## config.mk

```make
export PLATFORM = sky130hd
export DESIGN_NAME = qfpt_front
export DESIGN_NICKNAME = d
export VERILOG_FILES = /design/src/hw/rtl/qfpt_pkg.sv /design/src/hw/rtl/qfpt_front.sv
export SDC_FILE = /design/constraint.sdc
export NUM_CORES = 1
export LEC_CHECK = 0
export BUFFER_PORTS_ARGS = -buffer_cell sky130_fd_sc_hd__buf_2
export CAP_MARGIN = 20
export CORE_MARGIN = 2
export CORE_UTILIZATION = 50
export CTS_BUF_LIST = sky130_fd_sc_hd__clkbuf_2 sky130_fd_sc_hd__clkbuf_4 sky130_fd_sc_hd__clkbuf_8
export CTS_CLUSTER_DIAMETER = 80
export DETAILED_ROUTE_END_ITERATION = 6
export PLACE_DENSITY = 0.77
export SYNTH_ARGS = -nofsm -noshare
export SYNTH_HDL_FRONTEND = slang
export SYNTH_SLANG_ARGS = --single-unit
```

## constraint.sdc

```tcl
create_clock -name aclk -period 8.5 [get_ports aclk]
set_clock_uncertainty 0.15 [all_clocks]
set_input_delay 0.85 -clock aclk [delete_from_list [all_inputs] [get_ports aclk]]
set_output_delay 0.85 -clock aclk [all_outputs]
set_load 0.005 [all_outputs]
```

## src/hw/rtl/qfpt_pkg.sv

```systemverilog
// ----------------------------------------------------------------------------
// qfpt_pkg: shared types and constants for the frame point transform
// Item layouts for both channels, the queued command and fixed-point widths.
// ----------------------------------------------------------------------------
package qfpt_pkg;

    // Opcode values carried in the input item
    localparam logic OP_LOAD  = 1'b0;
    localparam logic OP_POINT = 1'b1;

    // One input beat
    typedef struct packed {
        logic               opcode;
        logic signed [31:0] vec_x;
        logic signed [31:0] vec_y;
        logic signed [31:0] vec_z;
        logic signed [15:0] quat_x;
        logic signed [15:0] quat_y;
        logic signed [15:0] quat_z;
        logic signed [15:0] quat_w;
        logic signed [31:0] scale_x;
        logic signed [31:0] scale_y;
        logic signed [31:0] scale_z;
    } in_item_t;

    // One result beat
    typedef struct packed {
        logic signed [31:0] pos_x;
        logic signed [31:0] pos_y;
        logic signed [31:0] pos_z;
        logic               clipped;
    } out_item_t;

    // Item class decided by the front end
    typedef enum logic [0:0] {
        KIND_LOAD  = 1'b0,
        KIND_POINT = 1'b1
    } kind_t;

    // Queue entry between front and back
    typedef struct packed {
        kind_t    kind;
        in_item_t item;
    } cmd_t;

    // Command queue geometry
    localparam int QUEUE_DEPTH = 2;
    localparam int QPTR_W      = 1;
    localparam int QCNT_W      = 2;

    // Datapath widths
    localparam int MUL_W   = 32;  // multiplier operand
    localparam int PROD_W  = 64;  // multiplier product
    localparam int QP_W    = 32;  // quaternion component product
    localparam int R_W     = 35;  // rotation entry, Q.28
    localparam int R_LO_W  = 17;  // low slice of a rotation entry
    localparam int ACC_W   = 66;  // row sum of three products
    localparam int SAT_W   = 67;  // wide value ahead of saturation

    // Rotation entries carry 28 fraction bits
    localparam int QUAT_SHIFT = 28;
    localparam logic signed [R_W-1:0]    ONE_Q28 = R_W'(1) << QUAT_SHIFT;
    localparam logic signed [PROD_W-1:0] LO_BIAS = PROD_W'(1) << (QUAT_SHIFT - 1);

    // 32-bit signed limits
    localparam logic signed [31:0]      Q_MAX   = 32'sh7FFF_FFFF;
    localparam logic signed [31:0]      Q_MIN   = 32'sh8000_0000;
    localparam logic signed [SAT_W-1:0] SAT_MAX = SAT_W'(Q_MAX);
    localparam logic signed [SAT_W-1:0] SAT_MIN = SAT_W'(Q_MIN);

    // Saturated value with its flag
    typedef struct packed {
        logic               flag;
        logic signed [31:0] val;
    } sat_t;

endpackage

```

## src/hw/rtl/qfpt_front.sv

```systemverilog
// ----------------------------------------------------------------------------
// qfpt_front: input acceptance and command queue
// Accepts input beats, tags each as a frame load or a point, and holds them
// in a short queue so the back end can stall without blocking the sender.
// ----------------------------------------------------------------------------
module qfpt_front (
    input  logic               aclk,
    input  logic               aresetn,
    input  logic               s_valid,
    output logic               s_ready,
    input  qfpt_pkg::in_item_t s_data,
    output logic               q_valid,
    input  logic               q_ready,
    output qfpt_pkg::cmd_t     q_cmd
);

    qfpt_pkg::cmd_t cmd_mem [qfpt_pkg::QUEUE_DEPTH];

    logic [qfpt_pkg::QPTR_W-1:0] wr_ptr_reg, wr_ptr_next;
    logic [qfpt_pkg::QPTR_W-1:0] rd_ptr_reg, rd_ptr_next;
    logic [qfpt_pkg::QCNT_W-1:0] count_reg, count_next;
    qfpt_pkg::cmd_t              in_cmd;
    logic                        push;
    logic                        pop;

    // Classify the incoming beat
    always_comb begin
        in_cmd.item = s_data;
        in_cmd.kind = (s_data.opcode == qfpt_pkg::OP_POINT) ? qfpt_pkg::KIND_POINT
                                                             : qfpt_pkg::KIND_LOAD;
    end

    assign s_ready = (count_reg != qfpt_pkg::QCNT_W'(qfpt_pkg::QUEUE_DEPTH));
    assign q_valid = (count_reg != '0);
    assign q_cmd   = cmd_mem[rd_ptr_reg];
    assign push    = s_valid && s_ready;
    assign pop     = q_valid && q_ready;

    // Advance pointers and occupancy
    always_comb begin
        wr_ptr_next = wr_ptr_reg;
        rd_ptr_next = rd_ptr_reg;
        if (push) begin
            if (wr_ptr_reg == qfpt_pkg::QPTR_W'(qfpt_pkg::QUEUE_DEPTH - 1)) begin
                wr_ptr_next = '0;
            end else begin
                wr_ptr_next = wr_ptr_reg + 1'b1;
            end
        end
        if (pop) begin
            if (rd_ptr_reg == qfpt_pkg::QPTR_W'(qfpt_pkg::QUEUE_DEPTH - 1)) begin
                rd_ptr_next = '0;
            end else begin
                rd_ptr_next = rd_ptr_reg + 1'b1;
            end
        end
        count_next = count_reg + qfpt_pkg::QCNT_W'(push) - qfpt_pkg::QCNT_W'(pop);
    end

    always_ff @(posedge aclk) begin
        if (!aresetn) begin
            wr_ptr_reg <= '0;
            rd_ptr_reg <= '0;
            count_reg  <= '0;
        end else begin
            wr_ptr_reg <= wr_ptr_next;
            rd_ptr_reg <= rd_ptr_next;
            count_reg  <= count_next;
        end
    end

    // Store the beat
    always_ff @(posedge aclk) begin
        if (push) begin
            cmd_mem[wr_ptr_reg] <= in_cmd;
        end
    end

endmodule

```

# After elaboration in Yosys (flattened, before gate mapping)
# Memory sizes are Yosys's and may differ from the RTL's. A register that Yosys moved wholly into a read port is not among the register bits.
# Index checks and enable logic that the tools add are counted.
[classes]
eq_ne = 1
n_mux = 7
n_reduce_logical = 3
addsub = 4
[op_table]
columns = ["op", "n"]
rows = [
  ["$mux W1", 7],
  ["$add A1 B1 Y1 const B", 2],
  ["$add A2 B1 Y2", 1],
  ["$logic_and A1 B1 Y1", 2],
  ["$ne A2 B2 Y1 const B", 1],
  ["$reduce_bool A2 Y1", 1],
  ["$sub A2 B1 Y2", 1],
]
[totals]
output_inout_bits = 260
memories = 1
ramBits = 516
reg_bits = 4
word_cells = 19
[memory_table]
columns = ["memory", "words", "width", "rd", "rd_clocked_by_memory_dff", "wr", "line_no", "rtl"]
rows = [
  ["cmd_mem", 2, 258, 1, 1, 1, "qfpt_front.sv:17", "qfpt_pkg::cmd_t cmd_mem [qfpt_pkg::QUEUE_DEPTH];"],
]

# Depth between registers and ports, before layout
# Gate-level depths: netlist (run 1).
[logic_depth]
depth_word = 4
depth_mapped = 6
depth_no_buf = 6

# Least setup slack after synthesis (run 1)
# No wires, ideal clock.
[synth_timing]
kind = "input port to flip-flop"
start = "input port s_valid"
end = "memory cmd_mem[1][0] (netlist bit) (enable)"
path_stages = 1
path_slack_ns = 0.944
required_ns = 7.698
n_path_buf = 0
arrival_ns = 6.754
cell_sequence = "and3_1"
[synth_via]
elab_chain_len = 3
[synth_rtl]
columns = ["element", "line_no", "rtl"]
rows = [
  ["from (decl)", "qfpt_front.sv:9", "input logic s_valid,"],
  ["$logic_and A1 B1 Y1", "qfpt_front.sv:36", "assign push = s_valid && s_ready;"],
  ["$mux W1", "qfpt_front.sv:74", "if (push) begin"],
  ["$mux W1 (implied by the code)", "qfpt_front.sv:75", "cmd_mem[wr_ptr_reg] <= in_cmd;"],
  ["to (decl)", "qfpt_front.sv:17", ""],
]
# No other way between the ends.

==> results of run 1 <==
## layout make-up
| type | instances | area (um2) | share of cell area (%) |
|---|---|---|---|
| flip-flops and latches | 519 | 15540 | 63.73 |
| multi-input cells | 280 | 3921 | 16.08 |
| repair buffers | 526 | 2685 | 11.01 |
| clock buffers | 112 | 1366 | 5.604 |
| well taps | 518 | 648.1 | 2.658 |
| clock inverters | 26 | 182.7 | 0.7493 |
| diodes | 11 | 27.53 | 0.1129 |
| inverters | 1 | 11.26 | 0.04619 |
## path summary, 6_finish.rpt
path | start | endpoint | slack, ps | cells after the start
worst max register to register | count_reg[0] | cmd_mem[0][116] | 5350 | 4
worst min register to register | rd_ptr_reg | flop | 440 | 2
worst min-delay path | s_data[227] | cmd_mem[0][227] | 280 | 1
worst max-delay path | flop | q_cmd[6] | 4870 | 3
## worst max-delay path, cell delays in order (launching register included)
cell and delay [ps]:
dfxtp_4 650, buf_12 650, mux2_2 410, buf_2 120
## cell usage after synthesis
master / instances / area [um2]
edfxtp_1: 514 / 15430
mux2_4: 230 / 3453
mux2_2: 27 / 304.0
buf_6: 15 / 168.9
buf_8: 11 / 165.2
dfxtp_1: 5 / 100.1
and2_1: 3 / 18.77
a21bo_2: 2 / 20.02
buf_2: 2 / 10.01
nand2b_1: 2 / 12.51
nor2_1: 2 / 7.510
o21ai_0: 2 / 10.01
a211oi_1: 1 / 7.510
a21boi_0: 1 / 7.510
a32oi_1: 1 / 8.760
and3_1: 1 / 6.260
buf_12: 1 / 20.02
buf_4: 1 / 7.510
ha_1: 1 / 12.51
inv_1: 1 / 3.750
mux2i_1: 1 / 10.01
nand2_1: 1 / 3.750
nand3_1: 1 / 5.000
nand3b_1: 1 / 7.510
nor2b_1: 1 / 6.260
or2_2: 1 / 6.260
xnor2_1: 1 / 8.760
## layer usage
metal	routed length (um)	up-vias	GRT usage, %
li1	-	4498	-
met3	4328	90	8.213
met5	112	-	0
met1	14430	4923	20.42
met4	1298	18	9.228
met2	20790	445	32.86
## stage by stage
step / utilization, % / hold slack (ps) / cell area (um2) / total power (uW)
final: 62.65 / 276.1 / 24380 / 6636
after global routing: 62.63 / 222.5 / 24370 / 6916
after CTS: 62.58 / 200.0 / 24350 / 6721
after detailed placement: 58.60 / 420.6 / 22800 / 4700
after global placement: 58.60 / 414.7 / 22800 / 4670
after floorplan: - / 378.5 / 19830 / 4251
## where the power goes
group          internal (uW)  switching (uW)  total (uW)
combinational            781             653        1430
clock                   1100             904        2000
sequential              3120            80.1        3200
## cells by family after synthesis
logic type	Yosys count
AOI/OAI and AO/OA	7
xor gates and xnor gates	1
adders and majority gates	1
DFF	519
and+or+nand+nor	13
buffers and inverters	31
muxes	258
==> flow_summary.html, run 1 <==
<table>
<tr><th>Metric</th><th>Value</th></tr>
<tr><th colspan="2">Outcome</th></tr>
<tr><td>Outcome</td><td>finished, final reports clean</td></tr>
<tr><th colspan="2">Synthesis</th></tr>
<tr><td>Number of synthesized register bits</td><td>519</td></tr>
<tr><td>Netlist cell types</td><td>27</td></tr>
<tr><td>Synth Net Count</td><td>1092</td></tr>
<tr><td>Fraction of the yosys area taken by sequential cells</td><td>78.35%</td></tr>
<tr><td>Mux contribution to synthesized area</td><td>19.00%</td></tr>
<tr><td>Number of warnings printed during yosys synthesis</td><td>0</td></tr>
<tr><td>Cell area after technology mapping</td><td>19830 um2</td></tr>
<tr><td>Post-Synth XOR/XNOR Area</td><td>0.04418%</td></tr>
<tr><td>Synth Area in Simple Gates</td><td>0.3723%</td></tr>
<tr><td>Synth Area in Compound Gates</td><td>0.2714%</td></tr>
<tr><td>Largest family of logic cells by synthesized area</td><td>multiplexers</td></tr>
<tr><td>Adder-cell share of the synthesized area</td><td>0.06311%</td></tr>
<tr><td>Syn_area_per_cell</td><td>23.89 um2</td></tr>
<tr><td>Cells after Synth</td><td>830</td></tr>
<tr><th colspan="2">Clock tree</th></tr>
<tr><td>Clock Pin Slew Worst Setup and Hold Paths</td><td>60 ps</td></tr>
<tr><td>Clock sink count</td><td>519</td></tr>
<tr><td>Clk Tree Root Cell</td><td>clkbuf_8</td></tr>
<tr><td>H-tree depth reported by CTS</td><td>3</td></tr>
<tr><td>Buffers from clock root to sink, at most</td><td>3</td></tr>
<tr><td>Clock tree from TritonCTS</td><td>yes</td></tr>
<tr><td>Worst-skew pair later-pin latency</td><td>610 ps</td></tr>
<tr><td>TritonCTS Buffers</td><td>82</td></tr>
<tr><td>Total of hold buffers inserted after clock tree synthesis</td><td>0</td></tr>
<tr><td>Post-cts resize count</td><td>0</td></tr>
<tr><td># Post-CTS Setup Buffers</td><td>0</td></tr>
<tr><th colspan="2">Global routing</th></tr>
<tr><td>Remaining Overflow, GRT</td><td>0</td></tr>
<tr><td>First-pass GRT wire length</td><td>58.79 mm</td></tr>
<tr><td>Total GRT Usage</td><td>19.18%</td></tr>
<tr><td>Pin count of the biggest net entering global routing</td><td>145</td></tr>
<tr><td>Vias in the first global route</td><td>10.43k</td></tr>
<tr><td>Number of antenna violations at the first check in global routing</td><td>19</td></tr>
<tr><th colspan="2">Critical path</th></tr>
<tr><td>Highest net fanout along the worst path</td><td>123</td></tr>
<tr><td>Kind of end point of the critical path</td><td>primary output</td></tr>
<tr><td>Worst path arrival time</td><td>2630 ps</td></tr>
<tr><td>Type of element launching the critical path</td><td>flop</td></tr>
<tr><td>Crit Path Class</td><td>reg -&gt; out</td></tr>
<tr><td>Req. time, crit path</td><td>7500 ps</td></tr>
<tr><th colspan="2">STA</th></tr>
<tr><td>Shortest clock period the worst path allows after layout</td><td>3628 ps</td></tr>
<tr><td>Share of the cycle needed by the critical path after routing</td><td>42.69%</td></tr>
<tr><td>RSZ-0062 raised after global routing</td><td>false</td></tr>
<tr><td>Min setup slack post-route</td><td>4872 ps</td></tr>
<tr><td>Hold Vio Cnt, Final</td><td>0</td></tr>
<tr><td>Worst-case headroom to the max-slew limit</td><td>29.05%</td></tr>
<tr><td>Number of max-slew violations in the final report</td><td>0</td></tr>
<tr><td>Total negative slack for setup checks</td><td>0 ps</td></tr>
<tr><td>Actual transition at the worst max-transition pin</td><td>1064 ps</td></tr>
<tr><td>Setup Viol. Count Final</td><td>0</td></tr>
<tr><td>Max Clock Freq</td><td>0.2756 GHz</td></tr>
<tr><th colspan="2">Final layout</th></tr>
<tr><td>Count of filler cells inserted in the layout</td><td>2770</td></tr>
<tr><td>Most frequent cells in the layout</td><td>520 x buf_2, 514 x edfxtp_1, 230 x mux2_4</td></tr>
<tr><td>Share of final-layout standard cells stronger than drive strength 1</td><td>62.57%</td></tr>
<tr><td>Most common cell after layout, fill and taps aside</td><td>buf_2</td></tr>
<tr><td>Number of nets in the finished design</td><td>1672</td></tr>
<tr><td>Synth-to-layout area growth</td><td>22.97%</td></tr>
<tr><td>Max FFs per register</td><td>514</td></tr>
<tr><td>Number of cells in the finished layout apart from fillers</td><td>1993</td></tr>
<tr><th colspan="2">Placement</th></tr>
<tr><td>GPL Wtd Cong</td><td>0.7627</td></tr>
<tr><td>Pre-CTS worst setup slack</td><td>4928 ps</td></tr>
<tr><td>Number of cells after detailed placement</td><td>1844</td></tr>
<tr><td>Port Buffer Count</td><td>520</td></tr>
<tr><td>HPWL after detailed placement</td><td>27.60 mm</td></tr>
<tr><th colspan="2">Floorplan</th></tr>
<tr><td>Std-Cell Core Area</td><td>38920 um2</td></tr>
<tr><td>Die Y</td><td>203.1 um</td></tr>
<tr><td>I/O pin cnt</td><td>521</td></tr>
<tr><td>DIE AREA</td><td>41260 um2</td></tr>
<tr><td>Effective utilization at floorplan</td><td>50.95%</td></tr>
<tr><td>FP Rows</td><td>72</td></tr>
<tr><td>Die X-Extent</td><td>203.1 um</td></tr>
<tr><th colspan="2">Routing</th></tr>
<tr><td>Total length of routed wires</td><td>40.96 mm</td></tr>
<tr><td>Number of routed nets with antenna violations</td><td>0</td></tr>
<tr><td>Detail-routed via count per cell</td><td>5.005</td></tr>
<tr><td>Length of the first detailed-routing pass in iterations</td><td>4</td></tr>
<tr><td>Post-route DRC violation count</td><td>0</td></tr>
<tr><td>Count of vias placed by the detailed router</td><td>9974</td></tr>
<tr><td>Iteration-0 DRC Markers</td><td>582</td></tr>
<tr><td>Routed length per placed instance</td><td>20.55 um</td></tr>
<tr><th colspan="2">Power and ir drop</th></tr>
<tr><td>Static leakage</td><td>0.009564 uW</td></tr>
<tr><td>Worst voltage drop across the vdd grid</td><td>0.0001961 V</td></tr>
<tr><td>PwrDens</td><td>272.2 nW/um2</td></tr>
<tr><th colspan="2">Min path</th></tr>
<tr><td>Worst hold-check path type</td><td>in -&gt; reg</td></tr>
<tr><th colspan="2">Flow run</th></tr>
<tr><td>Max-cap violation count</td><td>0</td></tr>
</table>
No activity file was read; power rests on OpenSTA's default activity.
==> run 2, diff against run 1 <==
Settings changed: CORE_UTILIZATION 50 to 49, PLACE_DENSITY 0.77 to 0.79.
Clock period 8.5 ns to 3.1 ns, I/O delays scaled along.
==> flow_summary.html, run 2 (synthesis gave the netlist of run 1 again) <==
<table>
<tr><th>Metric</th><th>Value</th></tr>
<tr><th colspan="2">Outcome</th></tr>
<tr><td>Outcome</td><td>finished, final reports clean</td></tr>
<tr><th colspan="2">Routing</th></tr>
<tr><td>Routed length per placed instance</td><td>21.58 um (+5.0%)</td></tr>
<tr><td>Length of the first detailed-routing pass in iterations</td><td>5 (+1)</td></tr>
<tr><td>Total length of routed wires</td><td>49.43 mm (+21%)</td></tr>
<tr><td>Count of vias placed by the detailed router</td><td>11.51k (+15%)</td></tr>
<tr><td>Post-route DRC violation count</td><td>0 (unchanged)</td></tr>
<tr><td>Iteration-0 DRC Markers</td><td>621 (+6.7%)</td></tr>
<tr><td>Number of routed nets with antenna violations</td><td>0 (unchanged)</td></tr>
<tr><td>Detail-routed via count per cell</td><td>5.022 (+0.35%)</td></tr>
<tr><th colspan="2">Final layout</th></tr>
<tr><td>Number of cells in the finished layout apart from fillers</td><td>2291 (+15%)</td></tr>
<tr><td>Synth-to-layout area growth</td><td>38.18%</td></tr>
<tr><td>Share of final-layout standard cells stronger than drive strength 1</td><td>54.15% (-8.4 points)</td></tr>
<tr><td>Design area</td><td>27400 um2 (+12%)</td></tr>
<tr><td>Number of nets in the finished design</td><td>1962 (+17%)</td></tr>
<tr><td>Max FFs per register</td><td>514 (unchanged)</td></tr>
<tr><td>Most common cell after layout, fill and taps aside</td><td>buf_2</td></tr>
<tr><td>Most frequent cells in the layout</td><td>520 x buf_2, 514 x edfxtp_1, 261 x dlygate4sd3_1</td></tr>
<tr><td>Count of filler cells inserted in the layout</td><td>2395 (-14%)</td></tr>
<tr><th colspan="2">Clock tree</th></tr>
<tr><td>Clock sink count</td><td>519 (unchanged)</td></tr>
<tr><td>Buffers from clock root to sink, at most</td><td>3 (unchanged)</td></tr>
<tr><td>Clock tree from TritonCTS</td><td>yes</td></tr>
<tr><td>H-tree depth reported by CTS</td><td>3 (unchanged)</td></tr>
<tr><td>Clock Pin Slew Worst Setup and Hold Paths</td><td>60 ps (about the same)</td></tr>
<tr><td>Post-cts resize count</td><td>0 (unchanged)</td></tr>
<tr><td>Worst-skew pair later-pin latency</td><td>610 ps (about the same)</td></tr>
<tr><td>Total of hold buffers inserted after clock tree synthesis</td><td>261 (+261)</td></tr>
<tr><td>TritonCTS Buffers</td><td>81 (-1.2%)</td></tr>
<tr><td># Post-CTS Setup Buffers</td><td>0 (unchanged)</td></tr>
<tr><td>Clk Tree Root Cell</td><td>clkbuf_8</td></tr>
<tr><th colspan="2">STA</th></tr>
<tr><td>Shortest clock period the worst path allows after layout</td><td>2666 ps</td></tr>
<tr><td>Total negative slack for setup checks</td><td>0 ps (unchanged)</td></tr>
<tr><td>Worst-case headroom to the max-slew limit</td><td>61.39% (+32 points)</td></tr>
<tr><td>Hold Vio Cnt, Final</td><td>0 (unchanged)</td></tr>
<tr><td>Share of the cycle needed by the critical path after routing</td><td>85.99%</td></tr>
<tr><td>Actual transition at the worst max-transition pin</td><td>579.2 ps (-485.0 ps)</td></tr>
<tr><td>RSZ-0062 raised after global routing</td><td>false</td></tr>
<tr><td>Number of max-slew violations in the final report</td><td>0 (unchanged)</td></tr>
<tr><td>Setup Viol. Count Final</td><td>0 (unchanged)</td></tr>
<tr><td>Min setup slack post-route</td><td>434.3 ps (-4437 ps)</td></tr>
<tr><td>Max Clock Freq</td><td>0.3751 GHz</td></tr>
<tr><th colspan="2">Power and ir drop</th></tr>
<tr><td>PwrDens</td><td>694.6 nW/um2 (+160%)</td></tr>
<tr><td>Static leakage</td><td>0.01087 uW (+14%)</td></tr>
<tr><td>Worst voltage drop across the vdd grid</td><td>0.0005520 V (+180%)</td></tr>
<tr><th colspan="2">Critical path</th></tr>
<tr><td>Highest net fanout along the worst path</td><td>22 (-82%)</td></tr>
<tr><td>Critical-path top delay cell</td><td>dfxtp_4</td></tr>
<tr><td>Req. time, crit path</td><td>2640 ps (-4860 ps)</td></tr>
<tr><td>Stage delay of the slowest cell on the critical path</td><td>500 ps (-150 ps)</td></tr>
<tr><td>Type of element launching the critical path</td><td>flop</td></tr>
<tr><td>Critical path buffer and inverter count</td><td>3 (+1)</td></tr>
<tr><td>Kind of end point of the critical path</td><td>primary output</td></tr>
<tr><td>List of cells traversed by the critical path</td><td>buf_12 &gt; buf_4 &gt; mux2_2 &gt; buf_2</td></tr>
<tr><td>Crit Path Class</td><td>reg -&gt; out</td></tr>
<tr><td>Top delay family on crit path</td><td>buffers and inverters</td></tr>
<tr><td>Worst path arrival time</td><td>2210 ps (-420 ps)</td></tr>
<tr><th colspan="2">Global routing</th></tr>
<tr><td>Pin count of the biggest net entering global routing</td><td>90 (-38%)</td></tr>
<tr><td>Vias in the first global route</td><td>12.58k (+21%)</td></tr>
<tr><td>Number of antenna violations at the first check in global routing</td><td>11 (-8)</td></tr>
<tr><td>Total GRT Usage</td><td>22.94% (+3.8 points)</td></tr>
<tr><td>First-pass GRT wire length</td><td>71.57 mm (+22%)</td></tr>
<tr><td>Remaining Overflow, GRT</td><td>0 (unchanged)</td></tr>
<tr><th colspan="2">Floorplan</th></tr>
<tr><td>Die X-Extent</td><td>205.2 um (+0.99%)</td></tr>
<tr><td>DIE AREA</td><td>42090 um2 (+2.0%)</td></tr>
<tr><td>FP Rows</td><td>73 (+1.4%)</td></tr>
<tr><td>Die Y</td><td>205.2 um (+0.99%)</td></tr>
<tr><td>I/O pin cnt</td><td>521 (unchanged)</td></tr>
<tr><td>Effective utilization at floorplan</td><td>49.79% (-1.2 points)</td></tr>
<tr><td>Std-Cell Core Area</td><td>39820 um2 (+2.3%)</td></tr>
<tr><th colspan="2">Placement</th></tr>
<tr><td>Pre-CTS worst setup slack</td><td>961.4 ps (-3967 ps)</td></tr>
<tr><td>GPL Wtd Cong</td><td>0.7794 (+2.2%)</td></tr>
<tr><td>HPWL after detailed placement</td><td>29.11 mm (+5.5%)</td></tr>
<tr><td>Post-Place Cell Area</td><td>23170 um2 (+1.6%)</td></tr>
<tr><td>Number of cells after detailed placement</td><td>1881 (+2.0%)</td></tr>
<tr><td>Port Buffer Count</td><td>520 (unchanged)</td></tr>
<tr><th colspan="2">Min path</th></tr>
<tr><td>Worst hold-check path type</td><td>in -&gt; reg</td></tr>
<tr><th colspan="2">Flow run</th></tr>
<tr><td>Max-cap violation count</td><td>0 (unchanged)</td></tr>
</table>
## run 2: changes by cell type in the layout (fill, tap and decap cells not counted), sizes merged
cell,change
dlygate4sd3,+261
buf,+30
clkbuf,+7
inv,-4
diode,-3
## run 2: stage by stage
step	utilization [%]	power [uW]	hold slack [ps]
floorplan	-	11580	258.9
global placement	58.18	12930	347.5
detailed placement	58.18	13030	350.8
CTS	68.74	18950	191.4
global route	68.79	19750	216.6
finish	68.79	19030	257.7
## run 2: final cells by class
type                    count  area, um2  area share, %
well taps                 525      656.9          2.398
diodes                      8      20.02        0.07307
multi-input cells         280       3929          14.34
repair buffers            817       5648          20.62
clock buffers             119       1438          5.248
clock inverters            22      156.4         0.5709
flip-flops and latches    519      15540          56.73
inverters                   1      7.507        0.02740
## run 2: path summary, 6_finish.rpt
kind / start / end / slack [ps] / cells after the start
setup / recovery: flop / q_cmd[7] / 430 / 4
hold / removal: s_data[17] / cmd_mem[0][17] / 260 / 2
setup reg to reg: count_reg[0] / cmd_mem[0][21] / 930 / 5
hold reg to reg: rd_ptr_reg / rd_ptr_reg / 440 / 2
## run 2: per-layer routing
layer  global-route usage (%)  part of all wire, %
met5                        0                0.081
met4                    11.59                  3.9
met3                    7.716                  9.5
met2                    40.00                   51
met1                    24.87                   35
## run 2: report_power, final
part	internal (uW)	total (uW)	switching (uW)	leakage (uW)
logic	2490	4520	2030	0.00517
registers	8540	8770	233	0.00485
clock network	3130	5730	2600	0.000850
